[src/rtl/core/unimodal_minimum_probe_sequencer_unit_defines.svh]
// Assertion helpers used by the probe sequencer RTL.
`ifndef UNIMODAL_MINIMUM_PROBE_SEQUENCER_UNIT_DEFINES_SVH
`define UNIMODAL_MINIMUM_PROBE_SEQUENCER_UNIT_DEFINES_SVH

// Same-cycle implication, checked out of reset.
`define UMPS_ASSERT_SAME(lbl, clk, rstn, ante, cons, msg) \
    lbl: assert property (@(posedge clk) disable iff (!rstn) (ante) |-> (cons)) \
        else $error(msg);

// Next-cycle implication, checked out of reset.
`define UMPS_ASSERT_NEXT(lbl, clk, rstn, ante, cons, msg) \
    lbl: assert property (@(posedge clk) disable iff (!rstn) (ante) |=> (cons)) \
        else $error(msg);

`endif

[src/rtl/core/umps_pkg.sv]
package umps_pkg;

    // Input command codes
    typedef enum logic {
        CMD_RESTART = 1'b0,
        CMD_REPORT  = 1'b1
    } cmd_t;

    // Configuration register indexes
    localparam logic [0:0] REG_RANGE_START = 1'b0;
    localparam logic [0:0] REG_RANGE_END   = 1'b1;

    // Register reset values
    localparam logic [7:0] RANGE_START_RST = 8'd0;
    localparam logic [7:0] RANGE_END_RST   = 8'd4;

    // Point count at which focus mode keeps climbing from the low side
    localparam int unsigned FOCUS_LOW_RUN_MIN = 7;

    // One result beat
    typedef struct packed {
        logic [7:0] next_attempt;
        logic       finished;
        logic [8:0] attempts_made;
    } result_t;

endpackage

[src/rtl/core/unimodal_minimum_probe_sequencer_unit.sv]
// Channel   Direction  Handshake               Payload
// s_        in         s_valid / s_ready       s_command, s_cost
// m_        out        m_valid / m_ready       m_next_attempt, m_finished, m_attempts_made
// cfg_      in         cfg_valid / cfg_ready   cfg_index, cfg_data
//
// One beat per cycle while s_ready is high; the result of each s_ beat is registered
// into the output buffer. The cost memory is read ahead, registered, at the neighbor
// index of the next state, with the same-cycle write forwarded, so no stall is needed.
// Reset is synchronous; the cost memory has no clearing pass, entries are only
// read after the search has written them. A two-entry output buffer keeps s_ready
// high while one result waits on m_ready; s_ready drops only when both are full.
module unimodal_minimum_probe_sequencer_unit #(
    parameter int MAX_POINTS = 16,
    parameter int COST_BITS  = 32
) (
    input  logic        aclk,
    input  logic        aresetn,
    // report / restart beats
    input  logic        s_valid,
    output logic        s_ready,
    input  logic        s_command,
    input  logic [31:0] s_cost,
    // result beats
    output logic        m_valid,
    input  logic        m_ready,
    output logic [7:0]  m_next_attempt,
    output logic        m_finished,
    output logic [8:0]  m_attempts_made,
    // register writes
    input  logic        cfg_valid,
    output logic        cfg_ready,
    input  logic [0:0]  cfg_index,
    input  logic [7:0]  cfg_data
);

`include "unimodal_minimum_probe_sequencer_unit_defines.svh"

    localparam int IW = $clog2(MAX_POINTS + 1);
    localparam int AW = $clog2(MAX_POINTS);
    localparam logic [IW-1:0] MAX_IW = IW'(MAX_POINTS);
    localparam logic signed [9:0] MAX_PTS_S = 10'(MAX_POINTS);
    localparam int RST_SPAN = int'(umps_pkg::RANGE_END_RST)
                            - int'(umps_pkg::RANGE_START_RST) + 1;
    localparam int RST_PC = (RST_SPAN < 2) ? 2
                          : ((RST_SPAN > MAX_POINTS) ? MAX_POINTS : RST_SPAN);

    // Registers
    logic [7:0]            range_start_reg, range_end_reg;
    logic [7:0]            base_reg, base_next;
    logic [IW-1:0]         pc_reg, pc_next;
    logic [IW-1:0]         cur_reg, cur_next;
    logic [IW-1:0]         done_reg, done_next;
    logic                  focus_reg, focus_next;
    logic [IW-1:0]         lower_reg, lower_next;
    logic [IW-1:0]         upper_reg, upper_next;

    logic [COST_BITS-1:0]  cost_mem [MAX_POINTS];
    logic [COST_BITS-1:0]  rdata_reg;
    logic [COST_BITS-1:0]  fwd_data_reg;
    logic                  fwd_reg, fwd_next;
    logic [COST_BITS-1:0]  s0_reg, s1_reg;

    umps_pkg::result_t     out_reg, skid_reg, res_next;
    logic                  out_valid_reg, skid_valid_reg;

    // Datapath signals
    logic                  s_fire;
    logic                  is_report;
    logic                  we;
    logic [AW-1:0]         waddr;
    logic [AW-1:0]         raddr_next;
    logic [COST_BITS-1:0]  cost_m;
    logic [COST_BITS-1:0]  nb;
    logic signed [9:0]     span;
    logic [IW-1:0]         restart_pc;
    logic [IW-1:0]         last;

    assign s_ready   = !skid_valid_reg;
    assign s_fire    = s_valid && s_ready;
    assign is_report = (s_command == umps_pkg::CMD_REPORT);
    assign cfg_ready = 1'b1;

    assign cost_m = COST_BITS'({32'd0, s_cost});
    assign nb     = fwd_reg ? fwd_data_reg : rdata_reg;
    assign last   = pc_reg - IW'(1);
    assign waddr  = AW'(cur_reg);

    // Point count on restart, clamped to 2..MAX_POINTS
    assign span = $signed({2'b00, range_end_reg}) - $signed({2'b00, range_start_reg}) + 10'sd1;
    always_comb begin
        if (span < 10'sd2) begin
            restart_pc = IW'(2);
        end else if (span > MAX_PTS_S) begin
            restart_pc = MAX_IW;
        end else begin
            restart_pc = IW'(span);
        end
    end

    // Next search state
    always_comb begin
        base_next  = base_reg;
        pc_next    = pc_reg;
        cur_next   = cur_reg;
        done_next  = done_reg;
        focus_next = focus_reg;
        lower_next = lower_reg;
        upper_next = upper_reg;
        we         = 1'b0;
        if (s_fire && !is_report) begin
            base_next  = range_start_reg;
            pc_next    = restart_pc;
            cur_next   = '0;
            done_next  = '0;
            focus_next = 1'b0;
            lower_next = '0;
            upper_next = '0;
        end else if (s_fire && done_reg < pc_reg) begin
            we        = (cur_reg < MAX_IW);
            done_next = done_reg + IW'(1);
            cur_next  = cur_reg + IW'(1);
            if (cur_reg == IW'(1)) begin
                // second probe: jump to the far end unless flat
                if (s0_reg != cost_m) begin
                    cur_next = last;
                end
            end else if (cur_reg == last) begin
                // both ends known: rising, falling or walk
                if (s0_reg < s1_reg && s1_reg < cost_m) begin
                    done_next = pc_reg;
                    cur_next  = cur_reg;
                end else if (s0_reg > s1_reg && s1_reg > cost_m) begin
                    focus_next = 1'b1;
                    lower_next = IW'(1);
                    upper_next = pc_reg - IW'(2);
                    cur_next   = pc_reg - IW'(2);
                end else begin
                    cur_next = IW'(2);
                end
            end else if (focus_reg) begin
                if (cur_reg == upper_reg) begin
                    if (cost_m > nb) begin
                        done_next = pc_reg;
                        cur_next  = cur_reg;
                    end else begin
                        lower_next = lower_reg + IW'(1);
                        cur_next   = lower_reg + IW'(1);
                    end
                end else if (cur_reg == lower_reg) begin
                    if (cur_reg != '0 && cost_m > nb) begin
                        done_next = pc_reg;
                        cur_next  = cur_reg;
                    end else if (32'(pc_reg) >= umps_pkg::FOCUS_LOW_RUN_MIN) begin
                        lower_next = lower_reg + IW'(1);
                        cur_next   = lower_reg + IW'(1);
                    end else begin
                        upper_next = upper_reg - IW'(1);
                        cur_next   = upper_reg - IW'(1);
                    end
                end
            end else if (cur_reg != '0 && cost_m > nb) begin
                // walk in order, stop on a rise
                done_next = pc_reg;
                cur_next  = cur_reg;
            end
        end
    end

    // Neighbor read address for the next beat, forward a same-entry write
    always_comb begin
        if (focus_next && cur_next == upper_next) begin
            raddr_next = AW'(cur_next + IW'(1));
        end else begin
            raddr_next = AW'(cur_next - IW'(1));
        end
        fwd_next = we && (waddr == raddr_next);
    end

    // Result for this beat
    always_comb begin
        res_next.next_attempt  = base_next + 8'(cur_next);
        res_next.finished      = (done_next >= pc_next);
        res_next.attempts_made = 9'(done_next);
    end

    // Control state, registers and output buffer
    always_ff @(posedge aclk) begin
        if (!aresetn) begin
            range_start_reg <= umps_pkg::RANGE_START_RST;
            range_end_reg   <= umps_pkg::RANGE_END_RST;
            base_reg        <= umps_pkg::RANGE_START_RST;
            pc_reg          <= IW'(RST_PC);
            cur_reg         <= '0;
            done_reg        <= '0;
            focus_reg       <= 1'b0;
            lower_reg       <= '0;
            upper_reg       <= '0;
            fwd_reg         <= 1'b0;
            out_valid_reg   <= 1'b0;
            skid_valid_reg  <= 1'b0;
        end else begin
            if (cfg_valid && cfg_ready) begin
                case (cfg_index)
                    umps_pkg::REG_RANGE_START: range_start_reg <= cfg_data;
                    umps_pkg::REG_RANGE_END:   range_end_reg   <= cfg_data;
                    default: ;
                endcase
            end
            base_reg  <= base_next;
            pc_reg    <= pc_next;
            cur_reg   <= cur_next;
            done_reg  <= done_next;
            focus_reg <= focus_next;
            lower_reg <= lower_next;
            upper_reg <= upper_next;
            fwd_reg   <= fwd_next;

            if (s_fire) begin
                if (!out_valid_reg || m_ready) begin
                    out_valid_reg <= 1'b1;
                end else begin
                    skid_valid_reg <= 1'b1;
                end
            end else if (m_ready && out_valid_reg) begin
                out_valid_reg  <= skid_valid_reg;
                skid_valid_reg <= 1'b0;
            end
        end
    end

    // Output payload
    always_ff @(posedge aclk) begin
        if (s_fire) begin
            if (!out_valid_reg || m_ready) begin
                out_reg <= res_next;
            end else begin
                skid_reg <= res_next;
            end
        end else if (m_ready && out_valid_reg && skid_valid_reg) begin
            out_reg <= skid_reg;
        end
    end

    // Cost memory: one write, one registered read
    always_ff @(posedge aclk) begin
        if (we) begin
            cost_mem[waddr] <= cost_m;
        end
        rdata_reg <= cost_mem[raddr_next];
    end

    // Forward data and copies of the two low entries
    always_ff @(posedge aclk) begin
        fwd_data_reg <= cost_m;
        if (we && cur_reg == '0) begin
            s0_reg <= cost_m;
        end
        if (we && cur_reg == IW'(1)) begin
            s1_reg <= cost_m;
        end
    end

    assign m_valid         = out_valid_reg;
    assign m_next_attempt  = out_reg.next_attempt;
    assign m_finished      = out_reg.finished;
    assign m_attempts_made = out_reg.attempts_made;

    // Checks
    `UMPS_ASSERT_SAME(a_skid_behind_main, aclk, aresetn, skid_valid_reg, out_valid_reg, "skid holds a beat while main is empty")
    `UMPS_ASSERT_SAME(a_done_bounded, aclk, aresetn, 1'b1, done_reg <= pc_reg && pc_reg >= IW'(2), "attempt count past point count")
    `UMPS_ASSERT_NEXT(a_restart_clears, aclk, aresetn, s_fire && s_command == umps_pkg::CMD_RESTART, done_reg == '0 && !focus_reg && cur_reg == '0, "restart left search state")
    `UMPS_ASSERT_NEXT(a_finished_holds, aclk, aresetn, s_fire && s_command == umps_pkg::CMD_REPORT && done_reg >= pc_reg, cur_reg == $past(cur_reg) && done_reg == $past(done_reg), "report after finish changed state")

endmodule
[config.mk]
export PLATFORM = sky130hd
export DESIGN_NAME = unimodal_minimum_probe_sequencer_unit
export DESIGN_NICKNAME = d
export VERILOG_FILES = /design/src/rtl/core/umps_pkg.sv /design/src/rtl/core/unimodal_minimum_probe_sequencer_unit.sv
export VERILOG_INCLUDE_DIRS = /design/src /design/src/rtl/core
export SDC_FILE = /design/constraint.sdc
export NUM_CORES = 1
export LEC_CHECK = 0
export ABC_AREA = 0
export BUFFER_PORTS_ARGS = -buffer_cell sky130_fd_sc_hd__buf_2
export CAP_MARGIN = 40
export CORE_MARGIN = 5
export CORE_UTILIZATION = 47
export CTS_BUF_LIST = sky130_fd_sc_hd__clkbuf_8
export CTS_CLUSTER_SIZE = 24
export DETAILED_ROUTE_END_ITERATION = 16
export PLACE_DENSITY = 0.72
export SETUP_SLACK_MARGIN = 0.5
export SLEW_MARGIN = 20
export SYNTH_ARGS = -nofsm -noshare
export SYNTH_HDL_FRONTEND = slang
export SYNTH_SLANG_ARGS = --single-unit
[constraint.sdc]
create_clock -name aclk -period 18.15 [get_ports aclk]
set_clock_uncertainty 0.1 [all_clocks]
set_input_delay 3.63 -clock aclk [delete_from_list [all_inputs] [get_ports aclk]]
set_output_delay 3.63 -clock aclk [all_outputs]
set_load 0.1 [all_outputs]
==> After elaboration in Yosys (flattened, before gate mapping) <==
Memory sizes are Yosys's and may differ from the RTL's. A register that Yosys moved wholly into a read port is not among the register bits.
Cells that the tools add are included.
{ "classes": {"addsub": 11, "n_mul": 0, "n_div": 0, "magnitude_cmp": 11, "eq_ne": 13, "shift": 0, "n_mux": 69, "bitwise_logic": 4, "reduce_logical": 31} }
{ "ops": {"columns": ["op", "n"], "rows": [
  ["2-to-1 mux 5 bit", 47],
  ["greater-than comparator 32 bit", 3],
  ["< comparator 32 bit", 2],
  ["2-to-1 mux 18 bit", 3],
  ["2-to-1 mux 32 bit", 1],
  ["inequality test 32 bit", 1],
  ["== test 5 bit", 4],
  ["2-to-1 mux 1 bit", 16],
  ["adder 5 x 1 -> 5 bit (second input constant)", 3],
  ["logical AND 1 bit", 12],
  ["AND reduction 2 bit", 6],
  ["adder 9 x 2 -> 10 bit (second input constant)", 1],
  ["greater-than comparator 10 x 6 -> 1 bit (second input constant)", 1],
  ["< comparator 10 x 3 -> 1 bit (second input constant)", 1],
  ["subtractor 5 x 1 -> 5 bit (second input constant)", 2],
  ["AND reduction 9 bit", 1],
  ["subtractor 8 x 8 -> 9 bit", 1],
  ["adder 8 x 5 -> 8 bit", 1],
  ["2-to-1 mux 8 bit", 1],
  ["inequality test 3 bit (second input constant)", 2],
  ["nonzero test 2 bit", 3],
  ["nonzero test 3 bit", 2],
  ["== test 5 x 1 -> 1 bit (second input constant)", 1],
  [">= comparator 5 x 3 -> 1 bit (second input constant)", 1],
  ["16 further kinds", 23]
]} }
{ "totals": {"regBits": 181, "latch_bits": 0, "ram_bits": 512, "rom_bits": 0, "input_bits": 47, "output_inout_bits": 21, "elab_cells": 161, "n_memories": 1} }
{ "mem_list": {"columns": ["name", "depth", "width", "rd", "rd_ports_with_merged_regs", "write_ports", "line", "text"], "rows": [
  ["cost_mem", 16, 32, 1, 1, 1, "unimodal_minimum_probe_sequencer_unit.sv:57", "logic [COST_BITS-1:0] cost_mem [MAX_POINTS];"]
]} }

==> Longest topological paths before layout <==
Gate-level depths: netlist (run 1).
{ "depth": {"depth_word": 16, "ltp_mapped": 26, "mapped_depth_nobuf": 24} }

==> Worst setup path after synthesis (run 1) <==
Ideal clock, no wire load.
{ "synth_timing": {"path_kind": "input to register", "start": "input s_cost[11]", "end": "register rdata_reg[12] (read register of cost_mem)", "setup_ns": 0.122, "arrival_time_ns": 8.877, "t_required_ns": 17.928, "slack_ns": 9.051, "path_stages": 20, "path_buffers": 5, "path_cell_list": "inv_1 -> ha_1 -> and3_1 -> a221oi_1 -> nor2b_1 -> o31a_1 -> o221ai_1 -> or3_1 -> a41o_1 -> a211o_1 -> buf_2 -> buf_2 -> buf_1 -> inv_1 -> fa_1 -> buf_1 -> clkbuf_1 -> mux4_2 -> mux2i_1 -> mux2i_1"} }
{ "synth_between": {"elab_chain_cells": 13, "word_cells_on_any_way": 41, "cone_classes": "add/sub: 2; order compare: 3; eq/ne: 2; mux: 30; reduce/logical: 4"} }
{ "synth_rtl": {"columns": ["item", "line", "text"], "rows": [
  ["from (decl)", "unimodal_minimum_probe_sequencer_unit.sv:22", "input logic [31:0] s_cost,"],
  ["greater-than comparator 32 bit", "unimodal_minimum_probe_sequencer_unit.sv:142, unimodal_minimum_probe_sequencer_unit.sv:150, unimodal_minimum_probe_sequencer_unit.sv:161", null],
  ["logical AND 1 bit", "unimodal_minimum_probe_sequencer_unit.sv:150, unimodal_minimum_probe_sequencer_unit.sv:161", null],
  ["2-to-1 mux 5 bit", "unimodal_minimum_probe_sequencer_unit.sv:150", "if (cur_reg != '0 && cost_m > nb) begin"],
  ["2-to-1 mux 5 bit", "unimodal_minimum_probe_sequencer_unit.sv:149", "end else if (cur_reg == lower_reg) begin"],
  ["2-to-1 mux 5 bit", "unimodal_minimum_probe_sequencer_unit.sv:141", "if (cur_reg == upper_reg) begin"],
  ["2-to-1 mux 5 bit", "unimodal_minimum_probe_sequencer_unit.sv:140", "end else if (focus_reg) begin"],
  ["2-to-1 mux 5 bit", "unimodal_minimum_probe_sequencer_unit.sv:127", "end else if (cur_reg == last) begin"],
  ["2-to-1 mux 5 bit (*)", "unimodal_minimum_probe_sequencer_unit.sv:122", "if (cur_reg == IW'(1)) begin"],
  ["2-to-1 mux 5 bit (*)", "unimodal_minimum_probe_sequencer_unit.sv:118", "end else if (s_fire && done_reg < pc_reg) begin"],
  ["2-to-1 mux 5 bit (*)", "unimodal_minimum_probe_sequencer_unit.sv:110", "if (s_fire && !is_report) begin"],
  ["via cur_next[0]", "unimodal_minimum_probe_sequencer_unit.sv:51", "logic [IW-1:0] cur_reg, cur_next;"],
  ["branches (longest 2 deep; another with subtractor 4 x 1 -> 4 bit)", null, null],
  ["2-to-1 mux 4 bit (*)", "unimodal_minimum_probe_sequencer_unit.sv:171", "if (focus_next && cur_next == upper_next) begin"],
  ["to (decl)", "unimodal_minimum_probe_sequencer_unit.sv:58", "logic [COST_BITS-1:0] rdata_reg;"]
]} }
Mark *: on every way through the listed nets, which the timed path passes.
A chain may end at the register's enable or synchronous reset.

==> Final worst setup path (run 1) <==
{ "layout_timing": {"start": "input s_cost[31]", "end": "register rdata_reg[14] (read register of cost_mem)"} }
{ "layout_between": {"elab_chain_cells": 13, "word_cells_on_any_way": 41, "cone_classes": "add/sub: 2; order compare: 3; eq/ne: 2; mux: 30; reduce/logical: 4"} }
{ "layout_rtl": {"columns": ["item", "line"], "rows": [
  ["branches (longest 12 deep; another with greater-than comparator 32 bit)", null],
  ["2-to-1 mux 4 bit (*)", "unimodal_minimum_probe_sequencer_unit.sv:171"]
]} }
Mark *: on every way between the ends.

==> flow_metrics.py, run 1 <==
metrics = {
    "status": {
        "status": "finished clean",
    },
    "drt": {
        "dr.pass1.iters": 5,
        "vias": 17781,
        "dr.max_layer_used": "met5",
        "vias_per_cell": 5.74,
        "wl_mm": 70.9,
        "drc": 0,
        "postRouteAntennaNets": 0,
        "wl_per_cell_microns": 22.9,
        "dr_wl_met3_mm": 4.77,
        "wl_met2_mm": 34.6,
        "wl_met1_mm": 29.8,
        "drt_iter0_drc": 1499,
    },
    "clock_network": {
        "post-cts-setup-buffer-count": 0,
        "cts_tree": "done",
        "htree_num_levels": 3,
        "clock-sinks": 721,
        "path_clk_slew_ps": 60,
        "ctsLongestPathBuffers": 3,
        "cts_root_buffer": "clkbuf_8",
        "cts_hold_buf": 0,
        "cts_buffers": 111,
        "insertion_delay_ps": 730,
        "cts-resized-gates": 0,
    },
    "timing": {
        "hold_violations": 0,
        "finalMaxSlewViolations": 0,
        "relSlewSlack": 0.400,
        "setup_viol": 0,
        "fin_crit_ps": 10380,
        "fin_crit_sh": 0.572,
        "rsz0062_at_grt": "false",
        "tightestPinTransition_ps": 889,
        "finalSetupTns_ps": 0,
        "fmax_ghz": 0.0963,
    },
    "logic_synthesis": {
        "yosys.area_share.simple": 0.0547,
        "synth_top_area_frac": 0.575,
        "netlist_area_sq_um": 31500,
        "synth_common_cells": "edfxtp_1, mux2i_1, ha_1",
        "ys_ff_latch": 721,
        "synthCells": 1990,
        "synth-adder-area-share": 0.0547,
        "yosys_warnings": 0,
        "ys.flop_type": "edfxtp_1",
        "yosysUniqueCellTypes": 85,
        "synth_seq_area_share": 0.649,
        "avgSynthCellArea_sq_um": 15.9,
        "synthMuxAreaShare": 0.143,
        "synth.area.top_cells": "edfxtp_1, mux4_2, dfxtp_1",
        "synth_top_family_by_area": "multiplexers",
        "async_reset_ff_frac": 0,
        "synth_xor_area_frac": 0.0263,
        "synth_top_cell_by_area": "edfxtp_1",
        "synth_compound_area_frac": 0.0482,
        "synth-edff-count": 604,
        "yosysMostFrequentCell": "edfxtp_1",
    },
    "power": {
        "power_switching_mw": 1.61,
        "p_sw_frac": 0.320,
        "p_int_mw": 3.42,
        "ir_drop_mv": 0.182,
        "leakagePower_nw": 12.9,
        "p_per_area_nw_per_um2": 143,
        "total_power_mw": 5.03,
        "sequentialPowerShare": 0.387,
        "p_comb_frac": 0.356,
        "pwr-share-clk": 0.257,
    },
    "critical_path": {
        "timing.critical_path.buf_inv": 3,
        "worst_path_largest_cell_delay_ps": 1310,
        "r2r_setup_slack_ps": 9760,
        "cp_slowest_cell": "fa_4",
        "arrival_ps": 10840,
        "path_class": "input port to flip-flop",
        "cp_common_cell": "mux2i_1",
        "start_kind": "input port",
        "worstSetupEndpointType": "flip-flop",
        "critPathMaxFanout": 40,
        "cp.required_ps": 18610,
        "critPathTopFamily": "adder cells",
        "path_cells": "buf_2 > ha_1 > nand4_1 > nor4_2 > nand3_1 > a31oi_2 > nor2_4 > a22oi_1 > o221ai_1 > a211o_4 > xnor2_1 > nand2_1 > nand4b_4 > fa_4 > buf_4 > buf_16 > mux4_2 > mux2i_1 > mux2i_1",
    },
    "floorplan": {
        "die_w_microns": 269,
        "initial_core_util": 0.471,
        "die-area_sq_um": 72400,
        "ios": 68,
        "die_h_microns": 269,
        "row_count": 95,
        "core_sq_um": 66900,
    },
    "layout": {
        "fin_util": 0.527,
        "final_layout_size_suffix_gt1_frac": 0.193,
        "nets": 2309,
        "seqCellArea_sq_um": 20500,
        "regMostFlops": "cost_mem",
        "multi_input_area_sq_um": 10400,
        "final.fill_count": 5383,
        "postLayoutCellArea_sq_um": 35300,
        "largest_reg_flops": 512,
        "area_growth_pct": 11.7,
    },
    "global_route": {
        "grt_max_degree": 57,
        "grt_usage": 0.196,
        "antenna_found_initial": 3,
        "grt.overflow.total": 0,
        "grt_pass1_vias": 18331,
        "grt_pass1_wl_mm": 108,
    },
    "placement": {
        "portBuffers": 62,
        "gp_congestion": 0.859,
        "placed_cell_area_sq_um": 33000,
        "dp_hpwl_mm": 41.4,
    },
    "worst_hold_path": {
        "min_path_type": "flip-flop to flip-flop",
    },
    "job": {
        "drv_cap": 0,
    },
}
==> cells in the final DEF, fill, tap and decap left out, types with 10 or more instances in the layout <==
cell type	count
o21a_1	11
inv_1	156
mux2i_1	148
nor3_1	28
clkinv_2	14
xnor2_1	26
mux2_2	12
ha_1	133
nor4_1	13
buf_2	62
clkbuf_8	118
mux4_2	128
a22oi_1	10
nor2_1	80
xor2_1	52
buf_4	32
nand2_1	80
nor2b_1	12
o21ai_0	46
dfxtp_1	116
a21oi_1	66
nand3_1	32
edfxtp_1	604
clkinv_1	19
nand4_1	22
and2_1	15
==> metal layers <==
metal	GRT usage	vias up
met5	0	-
met4	0.0645	2
met3	0.0373	134
met2	0.326	625
met1	0.264	9030
li1	-	7990
==> layout make-up <==
class	count	share of cell area
multi-input cells	1082	0.296
flip-flops and latches	721	0.581
clock inverters	91	0.0149
inverters	109	0.0116
repair buffers	101	0.0197
clock buffers	118	0.0461
well taps	873	0.0310
diodes	2	0.000142
==> through the flow <==
stage	cells	hold WS, ps	setup WS, ps
after floorplan	1993	336	9050
after global placement	2876	352	6900
after detailed placement	2883	361	6930
after CTS	3092	369	7730
after global routing	3096	384	7280
final	3097	364	7770
==> worst min-delay path, cell delays in order, from the launching register on <==
cell and delay [ps]:
dfxtp_1 310, nand2_1 50, a21oi_1 50
==> path summary, 6_finish.rpt <==
kind | startpoint | endpoint | cells past startpoint
max | s_cost[31] | rdata_reg[14] | 19
min | range_end_reg[3] | range_end_reg[3] | 2
max reg2reg | fwd_reg | rdata_reg[14] | 20
min reg2reg | range_end_reg[3] | range_end_reg[3] | 2
==> power by group through the flow <==
stage	combinational, mW	sequential [mW]	clock (mW)
CTS	1.80	1.95	1.33
global route	1.95	1.96	1.40
finish	1.79	1.95	1.29
global placement	1.73	1.98	0
floorplan	1.36	2.00	0
detailed placement	1.80	1.98	0
==> cells by family after synthesis <==
| logic type | count (synthesis) |
|---|---|
| AND/OR/NAND/NOR | 341 |
| adder cells (fa/ha/maj) | 136 |
| buffers and inverters | 190 |
| flip-flops | 721 |
| multiplexers | 288 |
| XOR/XNOR | 85 |
| AO/OA/AOI/OAI | 227 |
| other | 2 |
Note: power is estimated with default switching activity, not from simulation.
==> run 2: changes to the inputs <==
--- a/config.mk
+++ b/config.mk
@@ -6,7 +6,7 @@
 export SDC_FILE = /design/constraint.sdc
 export NUM_CORES = 1
 export LEC_CHECK = 0
-export ABC_AREA = 0
+export ABC_AREA = 1
 export BUFFER_PORTS_ARGS = -buffer_cell sky130_fd_sc_hd__buf_2
 export CAP_MARGIN = 40
 export CORE_MARGIN = 5
==> constraint.sdc (replaced) <==
create_clock -name aclk -period 10.9 [get_ports aclk]
set_clock_uncertainty 0.1 [all_clocks]
set_input_delay 2.18 -clock aclk [delete_from_list [all_inputs] [get_ports aclk]]
set_output_delay 2.18 -clock aclk [all_outputs]
set_load 0.1 [all_outputs]
==> flow_metrics.py, run 2 <==
metrics = {
    "clock_network": {
        "insertion_delay_ps": 720,
        "htree_num_levels": 3,
        "cts_buffers": 111,
        "cts_hold_buf": 0,
        "path_clk_slew_ps": 60,
        "cts_tree": "done",
        "clock-sinks": 721,
        "ctsLongestPathBuffers": 3,
        "cts_root_buffer": "clkbuf_8",
        "cts-resized-gates": 0,
        "post-cts-setup-buffer-count": 0,
    },
    "logic_synthesis": {
        "synth_top_cell_by_area": "edfxtp_1",
        "ys_ff_latch": 721,
        "synth_seq_area_share": 0.627,
        "avgSynthCellArea_sq_um": 11.4,
        "synth_compound_area_frac": 0.136,
        "synthCells": 2869,
        "synth_top_family_by_area": "compound AO/OA/AOI/OAI gates",
        "yosysMostFrequentCell": "edfxtp_1",
        "synth_common_cells": "edfxtp_1, nand2_1, o21ai_0",
        "synth-edff-count": 604,
        "synth_xor_area_frac": 0.0206,
        "synth-adder-area-share": 0.0528,
        "async_reset_ff_frac": 0,
        "yosysUniqueCellTypes": 55,
        "synth.area.top_cells": "edfxtp_1, dfxtp_1, ha_1",
        "synth_top_area_frac": 0.555,
        "yosys_warnings": 0,
        "yosys.area_share.simple": 0.108,
        "synthMuxAreaShare": 0.00984,
        "ys.flop_type": "edfxtp_1",
        "netlist_area_sq_um": 32700,
    },
    "timing": {
        "rsz0062_at_grt": "false",
        "setup_viol": 0,
        "fin_crit_sh": 0.693,
        "fmax_ghz": 0.132,
        "relSlewSlack": 0.409,
        "tightestPinTransition_ps": 879,
        "finalMaxSlewViolations": 0,
        "finalSetupTns_ps": 0,
        "hold_violations": 0,
        "fin_crit_ps": 7550,
    },
    "layout": {
        "seqCellArea_sq_um": 20500,
        "multi_input_area_sq_um": 10900,
        "largest_reg_flops": 512,
        "area_growth_pct": 11.1,
        "nets": 3131,
        "regMostFlops": "cost_mem",
        "layout_common_cells": "edfxtp_1, nand2_1, o21ai_0",
        "final_layout_size_suffix_gt1_frac": 0.107,
        "final_common_cell": "edfxtp_1",
        "final.fill_count": 5738,
    },
    "power": {
        "total_power_mw": 9.56,
        "ir_drop_mv": 0.326,
        "p_per_area_nw_per_um2": 263,
        "leakagePower_nw": 13.7,
    },
    "global_route": {
        "antenna_found_initial": 1,
        "grt_usage": 0.214,
        "met3_usage": 0.0340,
        "grt_use_met1": 0.281,
        "grt_pass1_vias": 22381,
        "grt_pass1_wl_mm": 126,
        "grt.overflow.total": 0,
        "grt-busiest-layer": "met2",
        "grt_max_degree": 92,
        "grt.met2_usage": 0.365,
    },
    "placement": {
        "portBuffers": 62,
        "gp_congestion": 0.924,
        "dp_hpwl_mm": 47.9,
    },
    "critical_path": {
        "cp_slowest_cell": "fa_4",
        "worstSetupEndpointType": "flip-flop",
        "start_kind": "input port",
        "path_class": "input port to flip-flop",
        "cp.required_ps": 11430,
        "critPathMaxFanout": 52,
        "cp_common_cell": "nand2_1",
        "worst_path_largest_cell_delay_ps": 840,
        "arrival_ps": 8080,
    },
    "floorplan": {
        "core_sq_um": 68800,
        "ios": 68,
        "row_count": 96,
        "initial_core_util": 0.475,
        "die_w_microns": 274,
        "die-area_sq_um": 74900,
        "die_h_microns": 274,
    },
    "drt": {
        "drt_iter0_drc": 2151,
        "wl_mm": 82.1,
        "vias": 22505,
        "vias_per_cell": 5.66,
        "dr.pass1.iters": 5,
        "drc": 0,
        "wl_per_cell_microns": 20.6,
        "postRouteAntennaNets": 0,
    },
    "status": {
        "status": "finished clean",
    },
    "worst_hold_path": {
        "min_path_type": "flip-flop to flip-flop",
    },
    "job": {
        "drv_cap": 0,
    },
}
run 2: cell types whose count changed after synthesis, moves of 54 or more:
cell	before	now
mux4_2	128	0
nor2_1	84	248
nand2_1	80	329
nand4_1	22	93
o21bai_1	3	134
o21ai_0	46	321
buf_2	7	61
o211ai_1	5	139
inv_1	109	203
mux2i_1	148	31
run 2: where the power goes:
| group | internal [mW] | leakage, nW | total, mW | switching [mW] |
|---|---|---|---|---|
| combinational | 1.41 | 6.03 | 4.11 | 2.70 |
| sequential | 3.23 | 6.44 | 3.33 | 0.0941 |
| clock | 1.06 | 1.22 | 2.12 | 1.05 |
| total | 5.71 | 13.7 | 9.56 | 3.85 |
run 2: final timing paths:
path	start	end	slack [ps]	cells past startpoint
setup / recovery	s_cost[23]	fwd_reg	3350	25
hold reg to reg	range_end_reg[0]	range_end_reg[0]	390	2
hold / removal	range_end_reg[0]	range_end_reg[0]	390	2
setup reg to reg	fwd_reg	fwd_reg	4010	26
run 2: critical path: cells and delay by family:
kind,cells,cell delay (ps)
adder cells (fa/ha/maj),2,1200
buffers and inverters,4,930
AO/OA/AOI/OAI,3,850
XOR/XNOR,1,130
AND/OR/NAND/NOR,15,2740
run 2: per-layer routing:
layer	up-vias	wire, microns
met5	-	0
met4	0	2370
met3	169	5540
met2	856	39800
met1	10971	34300
li1	10509	-
run 2: area by class of cell:
type	count	area share
multi-input combinational	1786	0.299
inverter	218	0.0228
sequential	721	0.564
clock inverter	88	0.0122
tap	931	0.0321
timing repair buffer	110	0.0238
antenna	1	0.0000690
clock buffer	120	0.0455
run 2: logic make-up after synthesis:
kind of cell / count (synthesis)
compound gates: 735
xor+xnor: 76
fa+ha+maj: 136
buf+inv: 365
flops: 721
mux: 32
other cells: 2
simple gates: 802
run 2: through the flow:
step | util | hold slack [ps] | instance area (sq um) | std cells | setup slack, ps
after global placement | 0.492 | 362 | 33900 | 3751 | 2590
after global routing | 0.527 | 410 | 36300 | 3975 | 2860
after floorplan | - | 333 | 32700 | 2872 | 4850
final | 0.527 | 388 | 36300 | 3975 | 3350
after detailed placement | 0.495 | 378 | 34100 | 3760 | 2630
after CTS | 0.526 | 389 | 36200 | 3968 | 3410
==> run 3: changes to the inputs <==
--- a/config.mk
+++ b/config.mk
@@ -14,7 +14,7 @@
 export CTS_BUF_LIST = sky130_fd_sc_hd__clkbuf_8
 export CTS_CLUSTER_SIZE = 24
 export DETAILED_ROUTE_END_ITERATION = 16
-export PLACE_DENSITY = 0.72
+export PLACE_DENSITY = 0.74
 export SETUP_SLACK_MARGIN = 0.5
 export SLEW_MARGIN = 20
 export SYNTH_ARGS = -nofsm -noshare
==> constraint.sdc (replaced) <==
create_clock -name aclk -period 6.1 [get_ports aclk]
set_clock_uncertainty 0.1 [all_clocks]
set_input_delay 1.22 -clock aclk [delete_from_list [all_inputs] [get_ports aclk]]
set_output_delay 1.22 -clock aclk [all_outputs]
set_load 0.1 [all_outputs]
==> flow_metrics.py, run 3 (synthesized netlist as in run 2, its figures left out) <==
metrics = {
    "status": {
        "status": "finished clean",
    },
    "critical_path": {
        "critPathMaxFanout": 8,
        "worst_path_largest_cell_delay_ps": 940,
        "r2r_end": "rdata_reg[26]",
        "path_class": "input port to flip-flop",
        "cp.required_ps": 6640,
        "start_kind": "input port",
        "arrival_ps": 6010,
        "reg2reg_from": "fwd_reg",
        "worstSetupEndpointType": "flip-flop",
        "cp_common_cell": "nand2_1",
        "reg2reg_depth": 30,
        "r2r_setup_slack_ps": 630,
        "cp_slowest_cell": "fa_4",
    },
    "floorplan": {
        "row_count": 96,
        "initial_core_util": 0.475,
        "die_h_microns": 274,
        "ios": 68,
        "die-area_sq_um": 74900,
        "die_w_microns": 274,
        "core_sq_um": 68800,
    },
    "clock_network": {
        "htree_num_levels": 3,
        "path_clk_slew_ps": 60,
        "cts_buffers": 112,
        "cts_root_buffer": "clkbuf_8",
        "ctsLongestPathBuffers": 3,
        "insertion_delay_ps": 750,
        "clock-sinks": 721,
        "cts_tree": "done",
    },
    "timing": {
        "fin_crit_ps": 5470,
        "finalMaxSlewViolations": 0,
        "hold_violations": 0,
        "fin_crit_sh": 0.897,
        "rsz0062_at_grt": "true",
        "relSlewSlack": 0.437,
        "tightestPinTransition_ps": 843,
        "fmax_ghz": 0.183,
        "finalSetupTns_ps": 0,
        "setup_viol": 0,
        "fin_ws_ps": 629,
    },
    "global_route": {
        "grt_pass1_vias": 22439,
        "grt-busiest-layer": "met2",
        "grt_pass1_wl_mm": 129,
        "grt_use_met1": 0.305,
        "grt_max_degree": 174,
        "grt.overflow.total": 0,
        "met3_usage": 0.0431,
        "grt.met2_usage": 0.356,
        "antenna_found_initial": 3,
        "grt_usage": 0.222,
    },
    "placement": {
        "dpl_worst_slack_ps": -255,
        "gp_congestion": 0.902,
        "dp_hpwl_mm": 51.2,
        "placed_cell_area_sq_um": 35200,
        "portBuffers": 62,
    },
    "worst_hold_path": {
        "hold_path_end": "range_end_reg[0]",
        "worstHoldPathCells": 2,
        "min_path_type": "flip-flop to flip-flop",
        "hp-start": "range_end_reg[0]",
    },
    "drt": {
        "drc": 0,
        "wl_per_cell_microns": 20.9,
        "wl_mm": 85.9,
        "vias_per_cell": 5.65,
        "vias": 23300,
        "drt_iter0_drc": 2722,
        "postRouteAntennaNets": 0,
        "dr.pass1.iters": 6,
    },
    "layout": {
        "largest_reg_flops": 512,
        "postLayoutCellArea_sq_um": 38100,
        "final_layout_size_suffix_gt1_frac": 0.161,
        "nets": 3273,
        "regMostFlops": "cost_mem",
        "fin_util": 0.554,
        "layout_common_cells": "edfxtp_1, o21ai_0, nand2_1",
        "final_common_cell": "edfxtp_1",
        "area_growth_pct": 16.7,
    },
    "power": {
        "p_per_area_nw_per_um2": 484,
        "p_comb_frac": 0.461,
        "p_int_mw": 11.2,
        "power_switching_mw": 7.30,
        "leakagePower_nw": 14.7,
        "pwr-share-clk": 0.217,
        "p_sw_frac": 0.396,
        "ir_drop_mv": 0.555,
        "sequentialPowerShare": 0.322,
    },
    "job": {
        "drv_cap": 0,
    },
}
-- run 3: critical path: cells and delay by family --
family / cells / cell delay (ps)
and+or+nand+nor: 18 / 2070
buffers and inverters: 7 / 980
AOI/OAI and AO/OA: 3 / 500
adders and majority gates: 2 / 1230
-- run 3: power by group through the flow --
stage / sequential, mW / clock (mW) / combinational [mW]
after floorplan: 6.10 / 0 / 5.01
after global placement: 6.03 / 0 / 7.63
after detailed placement: 6.03 / 0 / 7.82
after CTS: 5.94 / 4.05 / 7.85
after global routing: 5.97 / 4.31 / 9.29
final: 5.95 / 4.00 / 8.50
-- run 3: area by class of cell --
type,instances,area [sq um]
inverter,218,840
multi-input combinational,1787,11000
fill,5580,30700
timing repair buffer,249,2320
clock inverter,82,450
timing repair inverter,1,8.76
tap,931,1160
sequential,721,20500
antenna,2,5.00
clock buffer,131,1800
-- run 3: repair_timing --
item	CTS	global route
hold buffers	0	0
setup buffers	0	28
gates resized for setup	0	68
endpoints found under the setup margin	0	34
-- run 3: per-layer routing --
layer  share of wire  wire, microns  vias up
met1            0.41          35200    11205
met4           0.028           2430        2
met2            0.47          40100     1100
met3           0.095           8160      182
met5        0.000081              7        -
li1                -              -    10811
-- run 3: worst max-delay path by stage --
| stage | from | to | cells after the start |
|---|---|---|---|
| 2_1_floorplan | s_valid | cost_mem[3][0] | 9 |
| 3_3_place_gp | s_cost[23] | rdata_reg[22] | 25 |
| 3_5_place_dp | s_cost[23] | rdata_reg[22] | 25 |
| 4_1_cts | s_cost[23] | rdata_reg[25] | 25 |
| 5_1_grt | fwd_reg | rdata_reg[22] | 32 |
| 6_report | s_cost[23] | rdata_reg[26] | 30 |
-- run 3: stage by stage --
| step | std cells | hold WS (ps) | power, mW |
|---|---|---|---|
| floorplan | 2872 | 333 | 11.1 |
| global placement | 3861 | 355 | 13.7 |
| detailed placement | 3869 | 364 | 13.9 |
| CTS | 4082 | 373 | 17.8 |
| global route | 4122 | 387 | 19.6 |
| finish | 4122 | 370 | 18.5 |
